**config.mk**
```make
export PLATFORM = sky130hd
export DESIGN_NAME = keyed_group_table_core
export DESIGN_NICKNAME = d
export VERILOG_FILES = /design/src/hdl/kgt_pkg.sv /design/src/hdl/kgt_ram.sv /design/src/hdl/kgt_ctrl.sv /design/src/hdl/kgt_dpath.sv /design/src/hdl/keyed_group_table_core.sv
export SDC_FILE = /design/constraint.sdc
export NUM_CORES = 1
export LEC_CHECK = 0
export BUFFER_PORTS_ARGS = -buffer_cell sky130_fd_sc_hd__buf_4
export CAP_MARGIN = 20
export CORE_UTILIZATION = 60
export CTS_CLUSTER_SIZE = 30
export DETAILED_ROUTE_END_ITERATION = 7
export GPL_TIMING_DRIVEN = 0
export PLACE_DENSITY = 0.76
export SLEW_MARGIN = 10
export SYNTH_ARGS = -nofsm -noshare
export SYNTH_HDL_FRONTEND = slang
export SYNTH_SLANG_ARGS = --single-unit
```
**constraint.sdc**
```tcl
create_clock -name i_clk -period 6.9 [get_ports i_clk]
set_input_delay 0 -clock i_clk [delete_from_list [all_inputs] [get_ports i_clk]]
set_output_delay 0 -clock i_clk [all_outputs]
set_load 0.02 [all_outputs]
```
**src/hdl/kgt_pkg.sv**
```systemverilog
`timescale 1ns / 1ps
// ----------------------------------------------------------------------------
// kgt_pkg
// Shared types and codes for the keyed group table: field widths, operation
// and status codes, and the command and status bundles between the
// controller and the datapath.
// ----------------------------------------------------------------------------
package kgt_pkg;

    localparam int DEPTH_DEF = 16;
    localparam int KEY_W     = 31;
    localparam int KIND_W    = 3;
    localparam int STATUS_W  = 2;
    localparam int FOUND_W   = 32;

    localparam logic [KIND_W-1:0] KIND_INSERT    = 3'd0;
    localparam logic [KIND_W-1:0] KIND_DEL_KEY   = 3'd1;
    localparam logic [KIND_W-1:0] KIND_LOOKUP    = 3'd2;
    localparam logic [KIND_W-1:0] KIND_DEL_GROUP = 3'd3;
    localparam logic [KIND_W-1:0] KIND_CLEAR     = 3'd4;

    localparam logic [STATUS_W-1:0] ST_DONE = 2'd0;
    localparam logic [STATUS_W-1:0] ST_MISS = 2'd1;
    localparam logic [STATUS_W-1:0] ST_FULL = 2'd2;

    // Commands from the controller to the datapath, at most one per cycle.
    typedef struct packed {
        logic load;          // capture the input item
        logic insert;        // append the new pair if there is room
        logic start_search;  // scan from newest to oldest for the key
        logic start_group;   // compaction pass that drops the group
        logic start_shift;   // close the gap left by the entry just found
        logic clear;         // empty the table
        logic post;          // load the output register
    } t_cmd;

    // Status from the datapath to the controller.
    typedef struct packed {
        logic [KIND_W-1:0] kind;
        logic              hit;
        logic              scan_done;
        logic              busy;
        logic              out_free;
    } t_sts;

endpackage

```
**src/hdl/kgt_ram.sv**
```systemverilog
`timescale 1ns / 1ps
// ----------------------------------------------------------------------------
// kgt_ram
// Generic simple dual port RAM: one write port, one read port with
// registered read data.
// ----------------------------------------------------------------------------
module kgt_ram #(
    parameter int WIDTH = 8,
    parameter int DEPTH = 16,
    localparam int AW   = (DEPTH > 1) ? $clog2(DEPTH) : 1
) (
    input  logic             i_clk,
    input  logic             i_we,
    input  logic [AW-1:0]    i_waddr,
    input  logic [WIDTH-1:0] i_wdata,
    input  logic [AW-1:0]    i_raddr,
    output logic [WIDTH-1:0] o_rdata
);

    logic [WIDTH-1:0] r_mem [DEPTH];
    logic [WIDTH-1:0] r_rdata;

    always_ff @(posedge i_clk) begin
        if (i_we) begin
            r_mem[i_waddr] <= i_wdata;
        end
        r_rdata <= r_mem[i_raddr];
    end

    assign o_rdata = r_rdata;

endmodule

```
**src/hdl/kgt_ctrl.sv**
```systemverilog
`timescale 1ns / 1ps
// ----------------------------------------------------------------------------
// kgt_ctrl
// Controller of the keyed group table. Accepts one item at a time, selects
// the datapath pass for its operation and posts the result.
// ----------------------------------------------------------------------------
module kgt_ctrl (
    input  logic          i_clk,
    input  logic          i_rst_n,
    input  logic          i_valid,
    output logic          o_stall,
    input  kgt_pkg::t_sts i_sts,
    output kgt_pkg::t_cmd o_cmd
);
    import kgt_pkg::*;

    localparam logic [2:0] S_IDLE    = 3'd0;
    localparam logic [2:0] S_DECODE  = 3'd1;
    localparam logic [2:0] S_SEARCH  = 3'd2;
    localparam logic [2:0] S_COMPACT = 3'd3;
    localparam logic [2:0] S_FINISH  = 3'd4;

    logic [2:0] r_state;
    logic [2:0] n_state;
    t_cmd       cmd;

    always_comb begin
        n_state = r_state;
        cmd     = '0;
        unique case (r_state)
            S_IDLE: begin
                if (i_valid) begin
                    cmd.load = 1'b1;
                    n_state  = S_DECODE;
                end
            end
            S_DECODE: begin
                unique case (i_sts.kind)
                    KIND_INSERT: begin
                        cmd.insert = 1'b1;
                        n_state    = S_FINISH;
                    end
                    KIND_DEL_KEY, KIND_LOOKUP: begin
                        cmd.start_search = 1'b1;
                        n_state          = S_SEARCH;
                    end
                    KIND_DEL_GROUP: begin
                        cmd.start_group = 1'b1;
                        n_state         = S_COMPACT;
                    end
                    KIND_CLEAR: begin
                        cmd.clear = 1'b1;
                        n_state   = S_FINISH;
                    end
                    default: begin
                        n_state = S_FINISH;
                    end
                endcase
            end
            S_SEARCH: begin
                if (i_sts.hit) begin
                    if (i_sts.kind == KIND_DEL_KEY) begin
                        cmd.start_shift = 1'b1;
                        n_state         = S_COMPACT;
                    end else begin
                        n_state = S_FINISH;
                    end
                end else if (i_sts.scan_done) begin
                    n_state = S_FINISH;
                end
            end
            S_COMPACT: begin
                if (!i_sts.busy) begin
                    n_state = S_FINISH;
                end
            end
            S_FINISH: begin
                if (i_sts.out_free) begin
                    cmd.post = 1'b1;
                    n_state  = S_IDLE;
                end
            end
            default: begin
                n_state = S_IDLE;
            end
        endcase
    end

    always_ff @(posedge i_clk) begin
        if (!i_rst_n) begin
            r_state <= S_IDLE;
        end else begin
            r_state <= n_state;
        end
    end

    assign o_stall = (r_state != S_IDLE);
    assign o_cmd   = cmd;

endmodule

```
**src/hdl/kgt_dpath.sv**
```systemverilog
`timescale 1ns / 1ps
// ----------------------------------------------------------------------------
// kgt_dpath
// Datapath of the keyed group table: entry RAM kept packed with the oldest
// entry at address zero, fill count, scan pointers, key compare and the
// output register.
// ----------------------------------------------------------------------------
module kgt_dpath #(
    parameter int DEPTH = kgt_pkg::DEPTH_DEF
) (
    input  logic                                i_clk,
    input  logic                                i_rst_n,
    input  logic [kgt_pkg::KIND_W-1:0]          i_kind,
    input  logic [kgt_pkg::KEY_W-1:0]           i_proc_key,
    input  logic [kgt_pkg::KEY_W-1:0]           i_group_key,
    input  logic                                i_out_stall,
    output logic                                o_out_valid,
    output logic [kgt_pkg::STATUS_W-1:0]        o_status,
    output logic signed [kgt_pkg::FOUND_W-1:0]  o_found_group,
    input  kgt_pkg::t_cmd                       i_cmd,
    output kgt_pkg::t_sts                       o_sts
);
    import kgt_pkg::*;

    localparam int AW = (DEPTH > 1) ? $clog2(DEPTH) : 1;
    localparam int CW = $clog2(DEPTH + 1);
    localparam int EW = 2 * KEY_W;

    localparam logic [1:0] M_IDLE    = 2'd0;
    localparam logic [1:0] M_SEARCH  = 2'd1;
    localparam logic [1:0] M_COMPACT = 2'd2;

    logic [KIND_W-1:0]          r_kind;
    logic [KEY_W-1:0]           r_pk;
    logic [KEY_W-1:0]           r_gk;
    logic [CW-1:0]              r_fill;
    logic [1:0]                 r_mode;
    logic [AW-1:0]              r_rd_ptr;
    logic [CW-1:0]              r_wr_ptr;
    logic [CW-1:0]              r_left;
    logic                       r_pend;
    logic [AW-1:0]              r_pend_addr;
    logic                       r_grp;
    logic                       r_flag;
    logic [KEY_W-1:0]           r_hit_group;
    logic                       r_out_valid;
    logic [STATUS_W-1:0]        r_out_status;
    logic signed [FOUND_W-1:0]  r_out_group;

    logic [EW-1:0]       ram_q;
    logic [KEY_W-1:0]    q_proc;
    logic [KEY_W-1:0]    q_group;
    logic                full;
    logic                hit;
    logic                keep;
    logic                left_zero;
    logic                we;
    logic [AW-1:0]       waddr;
    logic [EW-1:0]       wdata;
    logic [STATUS_W-1:0] res_status;

    assign q_proc    = ram_q[EW-1:KEY_W];
    assign q_group   = ram_q[KEY_W-1:0];
    assign full      = (r_fill == CW'(DEPTH));
    assign hit       = (r_mode == M_SEARCH) && r_pend && (q_proc == r_pk);
    assign keep      = !(r_grp && (q_group == r_gk));
    assign left_zero = (r_left == '0);

    assign we    = (i_cmd.insert && !full) || ((r_mode == M_COMPACT) && r_pend && keep);
    assign waddr = i_cmd.insert ? r_fill[AW-1:0] : r_wr_ptr[AW-1:0];
    assign wdata = i_cmd.insert ? {r_pk, r_gk} : ram_q;

    kgt_ram #(
        .WIDTH (EW),
        .DEPTH (DEPTH)
    ) u_ram (
        .i_clk   (i_clk),
        .i_we    (we),
        .i_waddr (waddr),
        .i_wdata (wdata),
        .i_raddr (r_rd_ptr),
        .o_rdata (ram_q)
    );

    always_comb begin
        unique case (r_kind)
            KIND_INSERT:                            res_status = r_flag ? ST_FULL : ST_DONE;
            KIND_DEL_KEY, KIND_LOOKUP, KIND_DEL_GROUP: res_status = r_flag ? ST_DONE : ST_MISS;
            default:                                res_status = ST_DONE;
        endcase
    end

    // Control state.
    always_ff @(posedge i_clk) begin
        if (!i_rst_n) begin
            r_fill      <= '0;
            r_mode      <= M_IDLE;
            r_pend      <= 1'b0;
            r_left      <= '0;
            r_out_valid <= 1'b0;
        end else begin
            if (i_cmd.clear) begin
                r_fill <= '0;
            end
            if (i_cmd.insert && !full) begin
                r_fill <= r_fill + CW'(1);
            end

            if (i_cmd.post) begin
                r_out_valid <= 1'b1;
            end else if (!i_out_stall) begin
                r_out_valid <= 1'b0;
            end

            priority if (i_cmd.start_search || i_cmd.start_group) begin
                r_mode <= i_cmd.start_search ? M_SEARCH : M_COMPACT;
                r_left <= r_fill;
                r_pend <= 1'b0;
            end else if (i_cmd.start_shift) begin
                r_mode <= M_COMPACT;
                r_left <= r_fill - CW'(1) - CW'(r_pend_addr);
                r_pend <= 1'b0;
            end else if (r_mode == M_SEARCH) begin
                if (hit || (left_zero && !r_pend)) begin
                    r_mode <= M_IDLE;
                    r_pend <= 1'b0;
                end else begin
                    r_pend <= !left_zero;
                    if (!left_zero) begin
                        r_left <= r_left - CW'(1);
                    end
                end
            end else if (r_mode == M_COMPACT) begin
                if (left_zero && !r_pend) begin
                    r_mode <= M_IDLE;
                    r_fill <= r_wr_ptr;
                end else begin
                    r_pend <= !left_zero;
                    if (!left_zero) begin
                        r_left <= r_left - CW'(1);
                    end
                end
            end else begin
                // No pass is running, so the scan state holds.
            end
        end
    end

    // Operands, pointers and result payload.
    always_ff @(posedge i_clk) begin
        if (i_cmd.load) begin
            r_kind <= i_kind;
            r_pk   <= i_proc_key;
            r_gk   <= i_group_key;
            r_flag <= 1'b0;
        end
        if (i_cmd.insert) begin
            r_flag <= full;
        end

        priority if (i_cmd.start_search) begin
            r_rd_ptr <= AW'(r_fill - CW'(1));
        end else if (i_cmd.start_group) begin
            r_rd_ptr <= '0;
            r_wr_ptr <= '0;
            r_grp    <= 1'b1;
        end else if (i_cmd.start_shift) begin
            r_rd_ptr <= r_pend_addr + AW'(1);
            r_wr_ptr <= CW'(r_pend_addr);
            r_grp    <= 1'b0;
            r_flag   <= 1'b1;
        end else if (r_mode == M_SEARCH) begin
            r_pend_addr <= r_rd_ptr;
            if (!left_zero) begin
                r_rd_ptr <= r_rd_ptr - AW'(1);
            end
            if (hit) begin
                r_flag      <= 1'b1;
                r_hit_group <= q_group;
            end
        end else if (r_mode == M_COMPACT) begin
            r_pend_addr <= r_rd_ptr;
            if (!left_zero) begin
                r_rd_ptr <= r_rd_ptr + AW'(1);
            end
            if (r_pend) begin
                if (keep) begin
                    r_wr_ptr <= r_wr_ptr + CW'(1);
                end else begin
                    r_flag <= 1'b1;
                end
            end
        end else begin
            // No pass is running, so the pointers hold.
        end

        if (i_cmd.post) begin
            r_out_status <= res_status;
            r_out_group  <= ((r_kind == KIND_LOOKUP) && r_flag) ?
                            $signed({1'b0, r_hit_group}) : '1;
        end
    end

    assign o_sts.kind      = r_kind;
    assign o_sts.hit       = hit;
    assign o_sts.scan_done = (r_mode == M_SEARCH) && left_zero && !r_pend;
    assign o_sts.busy      = (r_mode != M_IDLE);
    assign o_sts.out_free  = !r_out_valid || !i_out_stall;

    assign o_out_valid   = r_out_valid;
    assign o_status      = r_out_status;
    assign o_found_group = r_out_group;

endmodule

```
**src/hdl/keyed_group_table_core.sv**
```systemverilog
`timescale 1ns / 1ps
// Insert, clear and the unused kinds need no table pass before their result. Lookup and
// delete group scan the entries with one RAM read per cycle; delete by key runs a search
// and then a shift that closes the gap.
// Throughput: one item at a time; the next item is taken once the result is in the
// output register, which holds it while the downstream side stalls.
// Synchronous active-low reset empties the table by zeroing the fill count, not the RAM.
// ----------------------------------------------------------------------------
// keyed_group_table_core
// Bounded table of process key to group key pairs, newest first, with
// insert, delete by key, lookup, delete group and clear operations.
// ----------------------------------------------------------------------------
module keyed_group_table_core #(
    parameter int DEPTH = kgt_pkg::DEPTH_DEF
) (
    input  logic                                i_clk,
    input  logic                                i_rst_n,
    // Input channel.
    input  logic                                i_valid,
    output logic                                o_stall,
    input  logic [kgt_pkg::KIND_W-1:0]          i_kind,
    input  logic [kgt_pkg::KEY_W-1:0]           i_proc_key,
    input  logic [kgt_pkg::KEY_W-1:0]           i_group_key,
    // Result channel.
    output logic                                o_valid,
    input  logic                                i_stall,
    output logic [kgt_pkg::STATUS_W-1:0]        o_status,
    output logic signed [kgt_pkg::FOUND_W-1:0]  o_found_group
);
    import kgt_pkg::*;

    // The entries live in one RAM kept packed with the oldest entry at address
    // zero, so the newest entry sits just below the fill count. An insert is a
    // single write at the fill count. A lookup reads from the newest entry down
    // and stops at the first key match. A delete by key runs the same search and
    // then shifts the younger entries down by one. A delete of a group is one
    // compaction pass from the oldest entry up, rewriting only the entries that
    // are kept. Entries at or above the fill count are never read, so a clear
    // only zeroes the fill count and the RAM needs no clearing pass.

    t_cmd cmd;
    t_sts sts;

    kgt_ctrl u_ctrl (
        .i_clk   (i_clk),
        .i_rst_n (i_rst_n),
        .i_valid (i_valid),
        .o_stall (o_stall),
        .i_sts   (sts),
        .o_cmd   (cmd)
    );

    kgt_dpath #(
        .DEPTH (DEPTH)
    ) u_dpath (
        .i_clk         (i_clk),
        .i_rst_n       (i_rst_n),
        .i_kind        (i_kind),
        .i_proc_key    (i_proc_key),
        .i_group_key   (i_group_key),
        .i_out_stall   (i_stall),
        .o_out_valid   (o_valid),
        .o_status      (o_status),
        .o_found_group (o_found_group),
        .i_cmd         (cmd),
        .o_sts         (sts)
    );

    // The controller issues at most one command in any cycle.
    a_cmd_single: assert property (@(posedge i_clk) disable iff (!i_rst_n)
        $onehot0({cmd.load, cmd.insert, cmd.start_search, cmd.start_group,
                  cmd.start_shift, cmd.clear, cmd.post}))
        else $error("more than one datapath command in a cycle");

    // While the block takes items, no scan or compaction may still be running.
    a_idle_when_ready: assert property (@(posedge i_clk) disable iff (!i_rst_n)
        !o_stall |-> !sts.busy)
        else $error("item accepted while a table pass is still running");

    // A new result is only posted when the output register is free.
    a_post_free: assert property (@(posedge i_clk) disable iff (!i_rst_n)
        cmd.post |-> (!o_valid || !i_stall))
        else $error("result posted over a result that was not taken");

    // Only a lookup can give a group key other than the no-match value.
    a_found_lookup: assert property (@(posedge i_clk) disable iff (!i_rst_n)
        $past(cmd.post) && (o_found_group != '1) |-> (sts.kind == KIND_LOOKUP))
        else $error("group key returned for an operation that is not a lookup");

endmodule

```
# After elaboration in Yosys (flattened, before gate mapping)
# Memories as Yosys holds them, arrays and structs flattened. A register that Yosys moved wholly into a read port is not among the register bits.
# Index checks and enable logic that the tools add are counted.
[op_classes]
add_sub_neg = 8
n_eq_ne = 25
muxes = 81
bitwise_logic = 4
reduce_logical = 45
[ops]
columns = ["op", "n"]
rows = [
  ["$mux W5", 18],
  ["$eq A31 B31 Y1", 2],
  ["$mux W62", 1],
  ["$mux W4", 11],
  ["$mux W1", 32],
  ["$mux W32", 1],
  ["$mux W3", 7],
  ["$mux W2", 8],
  ["$pmux W3 S5", 1],
  ["$eq A3 B2 Y1 const B", 4],
  ["$add A5 B1 Y5 const B", 2],
  ["$logic_and A1 B1 Y1", 10],
  ["$reduce_and A5 Y1", 2],
  ["$sub A5 B1 Y5 const B", 2],
  ["$ne A3 B2 Y1 const B", 3],
  ["$reduce_bool A3 Y1", 3],
  ["$add A4 B1 Y4 const B", 2],
  ["$ne A2 B2 Y1 const B", 4],
  ["$ne A4 B2 Y1 const B", 2],
  ["$ne A4 B3 Y1 const B", 2],
  ["$reduce_and A4 Y1", 2],
  ["$reduce_bool A4 Y1", 2],
  ["$eq A3 B1 Y1 const B", 2],
  ["$eq A3 B3 Y1 const B", 2],
  ["19 further kinds", 38],
]
[totals]
regBits = 162
mem_bits_rw = 992
in_bits = 69
memories = 1
[mem_list]
columns = ["memory", "words", "width", "rd", "rd_ports_with_merged_regs", "write_ports", "line_no", "rtl"]
rows = [
  ["u_dpath.u_ram.r_mem", 16, 62, 1, 1, 1, "kgt_ram.sv:20", "logic [WIDTH-1:0] r_mem [DEPTH];"],
]

# Longest topological paths before layout
# Gate-level depths: netlist of run 1.
[logic_depth]
word_depth = 12
ltp_mapped = 12
ltp_nobuf = 11

# Cells and area by module
# Synthesis of run 1 repeated with hierarchy kept, for this count alone.
[hier_totals]
hier_cells = 2200
hier_area_um2 = 46246.9
[modules_own_cells]
columns = ["mod", "n_inst", "cells_per_inst", "area_each_um2", "seq_area_each_um2"]
rows = [
  ["kgt_ram", 1, 1598, 38333.0, 31029.8],
  ["kgt_dpath", 1, 563, 7646.1, 4624.4],
  ["kgt_ctrl", 1, 39, 267.8, 60.1],
]

# Worst setup path after synthesis of run 1
# OpenSTA, ideal clock, no wires.
[synth_timing]
path_type = "flip-flop to flip-flop"
start = "register u_ctrl.r_state[2]"
end = "memory u_dpath.u_ram.r_mem[0][0] (netlist bit) (enable)"
setup_ns = 0.482
arrival_time_ns = 4.338
slack_ns = 2.080
stages_incl_launch_ff = 9
n_path_buf = 3
synth_period_minus_slack_ns = 4.820
path_cell_list = "dfxtp_1 -> clkbuf_1 -> nor4b_1 -> nand2_1 -> clkbuf_1 -> clkbuf_1 -> o21ai_0 -> o21ai_0 -> nor2_1"
[synth_between]
elab_chain_len = 6
word_cells_on_any_way = 7
[synth_lines]
columns = ["element", "line_no", "rtl"]
rows = [
  ["start: declaration", "kgt_ctrl.sv:23", "logic [2:0] r_state;"],
  ["start signal: assignment", "kgt_ctrl.sv:93", "r_state <= n_state;"],
  ["$eq A3 B1 Y1 *", "kgt_ctrl.sv:30", "unique case (r_state)"],
  ["$mux W3 *", "kgt_ctrl.sv:30", ""],
  ["$logic_and A1 B1 Y1", "kgt_dpath.sv:69", "assign we = (i_cmd.insert && !full) || ((r_mode == M_COMPACT) && r_pend && keep);"],
  ["$logic_or A1 B1 Y1", "kgt_dpath.sv:69", ""],
  ["$mux W1", "kgt_ram.sv:24", "if (i_we) begin"],
  ["$mux W1 (not written as such)", "kgt_ram.sv:25", "r_mem[i_waddr] <= i_wdata;"],
  ["end: declaration", "kgt_ram.sv:20", ""],
]
# Every way passes the cells marked *; elsewhere a longest branch is shown, timed or not.

# Worst setup path after layout of run 1
[layout_timing]
start = "register u_dpath.r_kind[1]"
end = "memory u_dpath.u_ram.r_mem[6][44] (netlist bit) (enable)"
[layout_between]
elab_chain_len = 7
word_cells_on_any_way = 8
[layout_lines]
columns = ["element", "line_no", "rtl"]
rows = [
  ["start: declaration", "kgt_dpath.sv:33", "logic [KIND_W-1:0] r_kind;"],
  ["start signal: assignment", "kgt_dpath.sv:152", "r_kind <= i_kind;"],
  ["$logic_not A3 Y1 *", "kgt_ctrl.sv:38", "unique case (i_sts.kind)"],
  ["$mux W1 *", "kgt_ctrl.sv:38", ""],
  ["$mux W3 *", "kgt_ctrl.sv:30", ""],
  ["$logic_and A1 B1 Y1", "kgt_dpath.sv:69", ""],
  ["$logic_or A1 B1 Y1", "kgt_dpath.sv:69", ""],
  ["$mux W1", "kgt_ram.sv:24", ""],
  ["$mux W1 (not written as such)", "kgt_ram.sv:25", ""],
]
# Marks and branches as above.

==> metrics.md, run 1 <==
| Metric | Value |
|---|---|
| Final WL | 115200 um |
| DR vias/cell | 6.514 |
| Initial Util | 60.88% |
| Hold Slack | 32.17 ps |
| Cts bufs inserted | 115 |
| # resized after CTS | 0 |
| Number of buffers added on ports | 103 |
| Ports | 105 |
| Die width | between 200 and 300 um |
| Worst Hold Class | input port to flop |
| Fin cells | 3688 |
| Worst r2r src | u_dpath.r_kind[1]$_DFFE_PP_ |
| R2R depth | 9 |
| Cells along the critical path | clkbuf_1 -> nor2_1 -> nand2_1 -> clkbuf_1 -> clkbuf_1 -> a31oi_1 -> nor2_4 -> buf_16 -> buf_12 |
| Die height | 280.1 um |
| CP max FO | 16 |
| Crit start category | flop |
| GRT Overall Usage | 30.01% |
| Utilization after layout | 71.68% |
| Reg clk slew, reported paths | 60 ps |
| Share of cells above drive strength 1 | 26.60% |
| Vias | 24.02k |
| Net Count, Synth | 2276 |
| Final worst setup slack | 2424 ps |
| Postcts setup bufs | 0 |
| Buf/Inv on CP | 5 |
| Synthesized flop and latch total | 1216 |
| Clock Tree Root | clkbuf_16 |
| FF-to-FF End | u_dpath.u_ram.r_mem[6][44]$_DFFE_PP_ |
| Crit path top cell by count | clkbuf_1 |
| Max H-tree Level | 3 |
| Initial DRC Count | 3111 |
| HP Start | i_group_key[3] |
| Multi-input gate area | 0.01033 mm^2 |
| Placed inst area | 0.04993 mm^2 |
| Nets@finish | 2649 |
| Total power | 17.11 mW |
| FMAX | 223.4 MHz |
| Wire per inst | 31.23 um |
| Vias in the first global route | ~25k |
| Post-synth ARST share | 0% |
| CP max stage cell | clkbuf_1 |
| Setup_tns | 0 ps |
| Die area | 0.07844 mm^2 |
| GRT overflow | 0 |
| Max Cap Viol | 0 |
| RePlAce Congestion | 0.8910 |
| Worst-margin pin slew | 1165 ps |
| Top cells by area, synth | edfxtp_1 (74%), mux4_2 (15%), dfxtp_1 (3.5%), nand2_1 (1.7%), xnor2_1 (0.76%) |
| Post-DP HPWL | approximately 71000 um |
| Final Cell Area | 0.05462 mm^2 |
| Core Footprint | 0.07620 mm^2 |
| Cell variety after synth | 56 |
| Relative slew slack | 22.32% |
| Sequential area share after synthesis | 76.98% |
| Dpl cells | 3383 |
| Synth Area per Inst | 21.19 um^2 |
| Pins over their slew limit | 0 |
| RSZ-0062 raised after global routing | false |
| Cell Area, Synth | 0.04639 mm^2 |
| Hold depth | 2 |
| CP max stage delay | about 900 ps |
| Final hold violations | 0 |
| Setup CP Type | flop to flop |
| Min Tclk post-route | 4476 ps |
| Clock Skew | about 31 ps |
| Period utilisation layout | between 60 and 70% |
| Drt pass-1 iters | 6 |
| Critical path's top delay family | buffers and inverters |
| # setup viols final | 0 |
| Fillers | 4229 |
| Crit path arrival time | 4860 ps |
| Status | finished clean |
| Synth Warn # | 0 |
| Seq. cell area | 0.03571 mm^2 |
| Floorplan row count | 101 |
| Reg-to-reg slack, setup | 2420 ps |
| Setup WS pre-CTS | 2552 ps |
| Pin count of the biggest net entering global routing | 38 |
| Clk sink count | ~1.2k |
| CTS tree | built |
| Post-synth top flop | edfxtp_1 |
| Worst setup EP type | flop |
| EDFF count, synth | 1136 |
| Maximum clock path buffer count | 3 |
| Clk Latency, worst-skew pair | 690 ps |
| First-pass GRT wire length | 164700 um |
| DRC viols | 0 |
| Initial antenna violation count | 0 |
| Synthesis-to-finish area growth | 17.73% |
| Hold endpoint | u_dpath.r_gk[3]$_DFFE_PP_ |
| Antenna-violating nets left | 0 |
| Synth top area share | 73.53% |
| Diode count | 0 |
| Max VDD drop | 246.0 uV |
| PwrDens | approximately 310 mW/mm^2 |
| Largest area contributor in the netlist | edfxtp_1 |
| Post-synthesis cell count | 2189 |
| Pleak | between 15 and 20 nW |
| Worst EP required | 7280 ps |
-- cell type report --
class	instances	share of cell area, %
Buffer	103	0.7743
Timing Repair Buffer	256	5.555
Inverter	19	0.1352
Sequential cell	1216	65.39
Tap cell	1030	2.359
Multi-Input combinational cell	851	18.91
Clock inverter	58	1.010
Clock buffer	155	5.867
-- worst max-delay path by stage --
stage	slack [ps]	end	from	cells after the start
floorplan	2080	u_dpath.u_ram.r_mem[0][0]$_DFFE_PP_	u_ctrl.r_state[2]$_SDFFE_PN0P_	8
global placement	-2700	u_dpath.u_ram.r_mem[14][39]$_DFFE_PP_	u_ctrl.r_state[2]$_SDFFE_PN0P_	7
detailed placement	2550	u_dpath.u_ram.r_mem[6][39]$_DFFE_PP_	u_dpath.r_kind[1]$_DFFE_PP_	9
CTS	2510	u_dpath.u_ram.r_mem[6][32]$_DFFE_PP_	u_dpath.r_kind[1]$_DFFE_PP_	9
global route	2280	u_dpath.u_ram.r_mem[5][31]$_DFFE_PP_	u_dpath.r_kind[1]$_DFFE_PP_	9
finish	2420	u_dpath.u_ram.r_mem[6][44]$_DFFE_PP_	u_dpath.r_kind[1]$_DFFE_PP_	9
-- layer usage --
| layer | track usage, % | vias up | part of all wire, % | wire length (um) |
|---|---|---|---|---|
| li1 | - | 9681 | - | - |
| met1 | 39.82 | 12470 | 36 | 41930 |
| met2 | 49.26 | 1570 | 50 | 57470 |
| met3 | 5.746 | 299 | 9.3 | 10730 |
| met4 | 12.88 | 0 | 4.4 | 5052 |
| met5 | 0 | - | 0 | 0 |
-- state kept, by name, indices dropped and copies added, names as in the netlist, 4 cells and up --
name	cells
u_dpath.r_rd_ptr	4
u_dpath.r_left	5
u_dpath.o_found_group	32
u_dpath.r_pend_addr	4
u_dpath.r_wr_ptr	5
u_dpath.r_pk	31
u_dpath.u_ram.r_mem	992
u_dpath.r_hit_group	31
u_dpath.u_ram.o_rdata	62
u_dpath.r_gk	31
u_dpath.r_fill	5
-- synthesized netlist by cell type, drive strengths merged, types with 5 or more instances --
cell / instances
edfxtp: 1136
buf: 38
inv: 19
a31oi: 6
nor3: 15
nand2b: 34
nand2: 217
nand4: 21
xnor2: 40
xor2: 38
nand3b: 5
dfxtp: 80
and3: 6
nand3: 11
nor3b: 5
o22ai: 5
mux4: 310
nor4: 9
o21ai: 16
ha: 16
mux2i: 6
nor2: 39
a21oi: 12
clkbuf: 65
-- placed cells by master, fill, tap and decap left out, types with 5 or more instances in the layout --
master         Yosys  layout
edfxtp_1        1136    1136
mux4_2           310     310
nand2_1          216     216
clkbuf_16          0     120
buf_4              0     104
clkbuf_1          65      93
dlygate4sd3_1      0      81
dfxtp_1           80      80
xnor2_1           40      40
xor2_1            38      38
buf_12             0      38
nand2b_1          33      33
nor2_1            39      22
clkinv_2           0      21
buf_1             20      19
nand4_1           19      19
buf_2             16      18
inv_1             19      18
buf_16             0      18
nor2_4             0      17
ha_1              16      16
clkinv_1           0      16
nor3_1            14      14
o21ai_0           14      12
nand3_1           11      11
a21oi_1           12      11
bufinv_16          0       9
clkinvlp_4         0       8
buf_8              0       8
buf_6              2       7
clkbuf_8           0       7
and3_1             6       6
a31oi_1            6       6
mux2i_1            6       6
nand3b_1           5       5
o22ai_1            5       5
-- worst reg2reg max path: cells and delay by family (launching register included) --
family          cells  cell delay [ps]
buf+inv             5             2080
simple gates        3             1200
flops               1              330
compound gates      1              560
-- logic make-up (layout without fill, tap and decap cells) --
| kind of cell | after synthesis | count (layout) | share of synthesized area (%) |
|---|---|---|---|
| flip-flops | 1216 | 1216 | 76.98 |
| AND/OR/NAND/NOR | 370 | 370 | 3.770 |
| multiplexers | 316 | 316 | 15.18 |
| buffers and inverters | 122 | 591 | 1.063 |
| XOR/XNOR | 78 | 78 | 1.473 |
| AO/OA/AOI/OAI | 69 | 69 | 1.017 |
| adder cells (fa/ha/maj) | 18 | 18 | 0.5178 |
-- what timing repair did --
item,in CTS,in global routing
setup endpoints to repair,0,0
hold buffers,81,0
endpoints found under the hold margin,112,0
-- report_power, final --
| part | total, mW | internal, mW | switching (mW) | leakage, nW |
|---|---|---|---|---|
| logic | 1.96 | 0.712 | 1.25 | 5.05 |
| clock network | 6.28 | 3.59 | 2.69 | 1.82 |
| registers | 8.88 | 8.71 | 0.165 | 10.9 |
Power figures use the tool's default switching activity.
==> run 2, diff against run 1 <==
==> constraint.sdc (replaced) <==
create_clock -name i_clk -period 4.3 [get_ports i_clk]
set_input_delay 0 -clock i_clk [delete_from_list [all_inputs] [get_ports i_clk]]
set_output_delay 0 -clock i_clk [all_outputs]
set_load 0.02 [all_outputs]
==> run 2 against run 1 <==
  * Core utilization rose by 0.054 points
  * Clock skew is 2.1 ps higher
  * Highest routed layer unchanged
  * Hold slack got worse by 4.1 ps
  * The flow now finishes with violations (design-rule violations)
  * Sequential power up 60%
  * Fmax is 11% higher
==> metrics.md, run 2 (same netlist as run 1, synthesis figures left out) <==
| Metric | Value |
|---|---|
| Nets@finish | ~2.7k |
| Worst setup EP type | flop |
| CP max stage delay | 570 ps |
| Diode count | 0 |
| Worst EP required | between 4000 and 5000 ps |
| Core Footprint | approximately 0.076 mm^2 |
| Placed inst area | 0.04993 mm^2 |
| Pin count of the biggest net entering global routing | 38 |
| GRT overflow | 0 |
| Pins over their slew limit | 0 |
| Sw Ratio | 23.98% |
| Max H-tree Level | 3 |
| Reg-to-reg slack, setup | ~260 ps |
| PwrDens | ~500 mW/mm^2 |
| Clk Latency, worst-skew pair | 700 ps |
| Total power | 27.47 mW |
| Dpl cells | 3383 |
| Final Cell Area | 0.05466 mm^2 |
| DR vias/cell | 6.512 |
| RePlAce Congestion | 0.8910 |
| GRT Overall Usage | 30.01% |
| Floorplan row count | 101 |
| Number of flip-flops in the largest register | 992 |
| Initial Util | 60.88% |
| # setup viols final | 0 |
| Hold depth | 2 |
| Ports | 105 |
| Vias | approximately 24k |
| Die area | 0.07844 mm^2 |
| Fin cells | 3691 |
| RSZ-0062 raised after global routing | false |
| Wire per inst | about 31 um |
| DRC viols | 1 |
| Drt pass-1 iters | 8 |
| CTS tree | built |
| Period utilisation layout | 94.00% |
| Relative slew slack | 23.03% |
| Reg clk slew, reported paths | 60 ps |
| Status | finished, violations left |
| Number of buffers added on ports | a little over 100 |
| Crit path arrival time | 4420 ps |
| Top reg by flops | u_dpath.u_ram.r_mem |
| FF-to-FF End | u_dpath.u_ram.r_mem[13][36]$_DFFE_PP_ |
| Initial DRC Count | 3159 |
| Clk pwr share | 36.7% |
| Synthesis-to-finish area growth | 17.82% |
| Die width | 280.1 um |
| Worst-margin pin slew | roughly 1200 ps |
| Cells along the critical path | clkbuf_1 -> nor2_1 -> nand3b_1 -> nor3_2 -> clkbuf_1 -> buf_8 -> a31oi_1 -> nor2_4 -> buf_16 -> buf_16 -> buf_12 |
| Max Cap Viol | 0 |
| Crit start category | flop |
| Clock Skew | 33.45 ps |
| Worst Hold Class | input port to flop |
| Antenna-violating nets left | 0 |
| Setup WS pre-CTS | -47.80 ps |
| First-pass GRT wire length | between 150000 and 200000 um |
| Worst r2r src | u_ctrl.r_state[2]$_SDFFE_PN0P_ |
| FMAX | 247.4 MHz |
| Maximum clock path buffer count | 3 |
| Failing checks | design-rule violations |
| Post-DP HPWL | 70930 um |
| CP max stage cell | nor2_4 |
| Cts bufs inserted | ~120 |
| Hold Slack | 28.09 ps |
| Clock Tree Root | clkbuf_16 |
| Pint | 20.88 mW |
| CP max FO | 19 |
| Initial antenna violation count | 0 |
| R2R depth | 11 |
| Share of cells above drive strength 1 | a little over a quarter |
| Commonest non-fill, non-tap cell in the layout | edfxtp_1 |
| Setup CP Type | flop to flop |
| Logic pwr share | 11.5% |
| Commonest non-fill, non-tap cells in the layout | edfxtp_1 (1136), mux4_2 (310), nand2_1 (216) |
| HP Start | i_group_key[3] |
| Die height | 280.1 um |
| Clk sink count | between 1k and 1.5k |
| Max VDD drop | 396.8 uV |
| Flop pwr share | 51.9% |
| Pleak | 17.79 nW |
| Final hold violations | 0 |
| Final worst setup slack | 258.2 ps |
| Fillers | approximately 4.2k |
| Psw | 6.586 mW |
| Final WL | 115300 um |
| Hold endpoint | u_dpath.r_gk[3]$_DFFE_PP_ |
| Vias in the first global route | 24.51k |
| Min Tclk post-route | just over 4000 ps |
## run 2: cell types whose count changed in the layout (fill, tap and decap cells not counted)
cell / delta
nor3_2: +1
clkbuf_1: -1
clkbuf_2: +1
nor3_1: -1
buf_4: +2
buf_12: +1
## run 2: final cells by class
cell class | instances | area [um^2] | share of cell area [%]
plain buffers | 103 | 424.2 | 0.7760
clock buffers | 155 | 3204 | 5.862
clock inverters | 58 | 551.8 | 1.009
inverters | 19 | 73.82 | 0.1351
multi-input cells | 851 | 10330 | 18.91
flip-flops and latches | 1216 | 35710 | 65.34
well taps | 1030 | 1289 | 2.358
repair buffers | 259 | 3069 | 5.615
## run 2: repair_timing
action / in CTS / in global routing
buffers inserted: 0 / 3
gates resized for setup: 1 / 1
gates cloned: 0 / 0
hold buffers: 81 / 0
pin swaps: 0 / 1
hold endpoints to repair: 112 / 0
setup endpoints to repair: 46 / 40
## run 2: metal layers
| layer | vias to the layer above | GRT usage, % | routed length (um) |
|---|---|---|---|
| li1 | 9690 | - | - |
| met1 | 12480 | 39.82 | 42010 |
| met2 | 1563 | 49.26 | 57600 |
| met3 | 303 | 5.746 | 10590 |
| met4 | 0 | 12.88 | 5062 |
| met5 | - | 0 | 0 |
## run 2: worst max path at each step
stage / end / depth (start not counted) / slack, ps / start
2_1_floorplan: u_dpath.u_ram.r_mem[0][0]$_DFFE_PP_ / 8 / -520 / u_ctrl.r_state[2]$_SDFFE_PN0P_
6_report: u_dpath.u_ram.r_mem[13][36]$_DFFE_PP_ / 11 / 260 / u_ctrl.r_state[2]$_SDFFE_PN0P_
3_5_place_dp: u_dpath.u_ram.r_mem[6][39]$_DFFE_PP_ / 9 / -50 / u_dpath.r_kind[1]$_DFFE_PP_
4_1_cts: u_dpath.u_ram.r_mem[1][33]$_DFFE_PP_ / 10 / 110 / u_ctrl.r_state[2]$_SDFFE_PN0P_
5_1_grt: u_dpath.u_ram.r_mem[5][31]$_DFFE_PP_ / 9 / 130 / u_dpath.r_kind[1]$_DFFE_PP_
3_3_place_gp: u_dpath.u_ram.r_mem[14][39]$_DFFE_PP_ / 7 / -5300 / u_ctrl.r_state[2]$_SDFFE_PN0P_
## run 2: worst max-delay path: cells and delay by family (launching register included)
family,cells,cell delay [ps]
compound gates,1,350
buf+inv,6,1610
flops,1,300
simple gates,4,1440
## run 2: power by group through the flow
stage / Clock (mW) / Sequential [mW] / Combinational (mW)
after floorplan: 0 / 14.4 / 1.93
after global placement: 0 / 14.5 / 2.79
after detailed placement: 0 / 14.5 / 2.99
after CTS: 10.1 / 14.2 / 3.09
after global routing: 10.6 / 14.3 / 3.32
final: 10.1 / 14.2 / 3.15
## run 2: metrics by stage
stage / TNS, ps / util [%]
after floorplan: -477300 / -
after global placement: -4765930 / 63.59
after detailed placement: -1882 / 65.52
after CTS: 0 / 71.51
after global routing: 0 / 71.73
final: 0 / 71.73
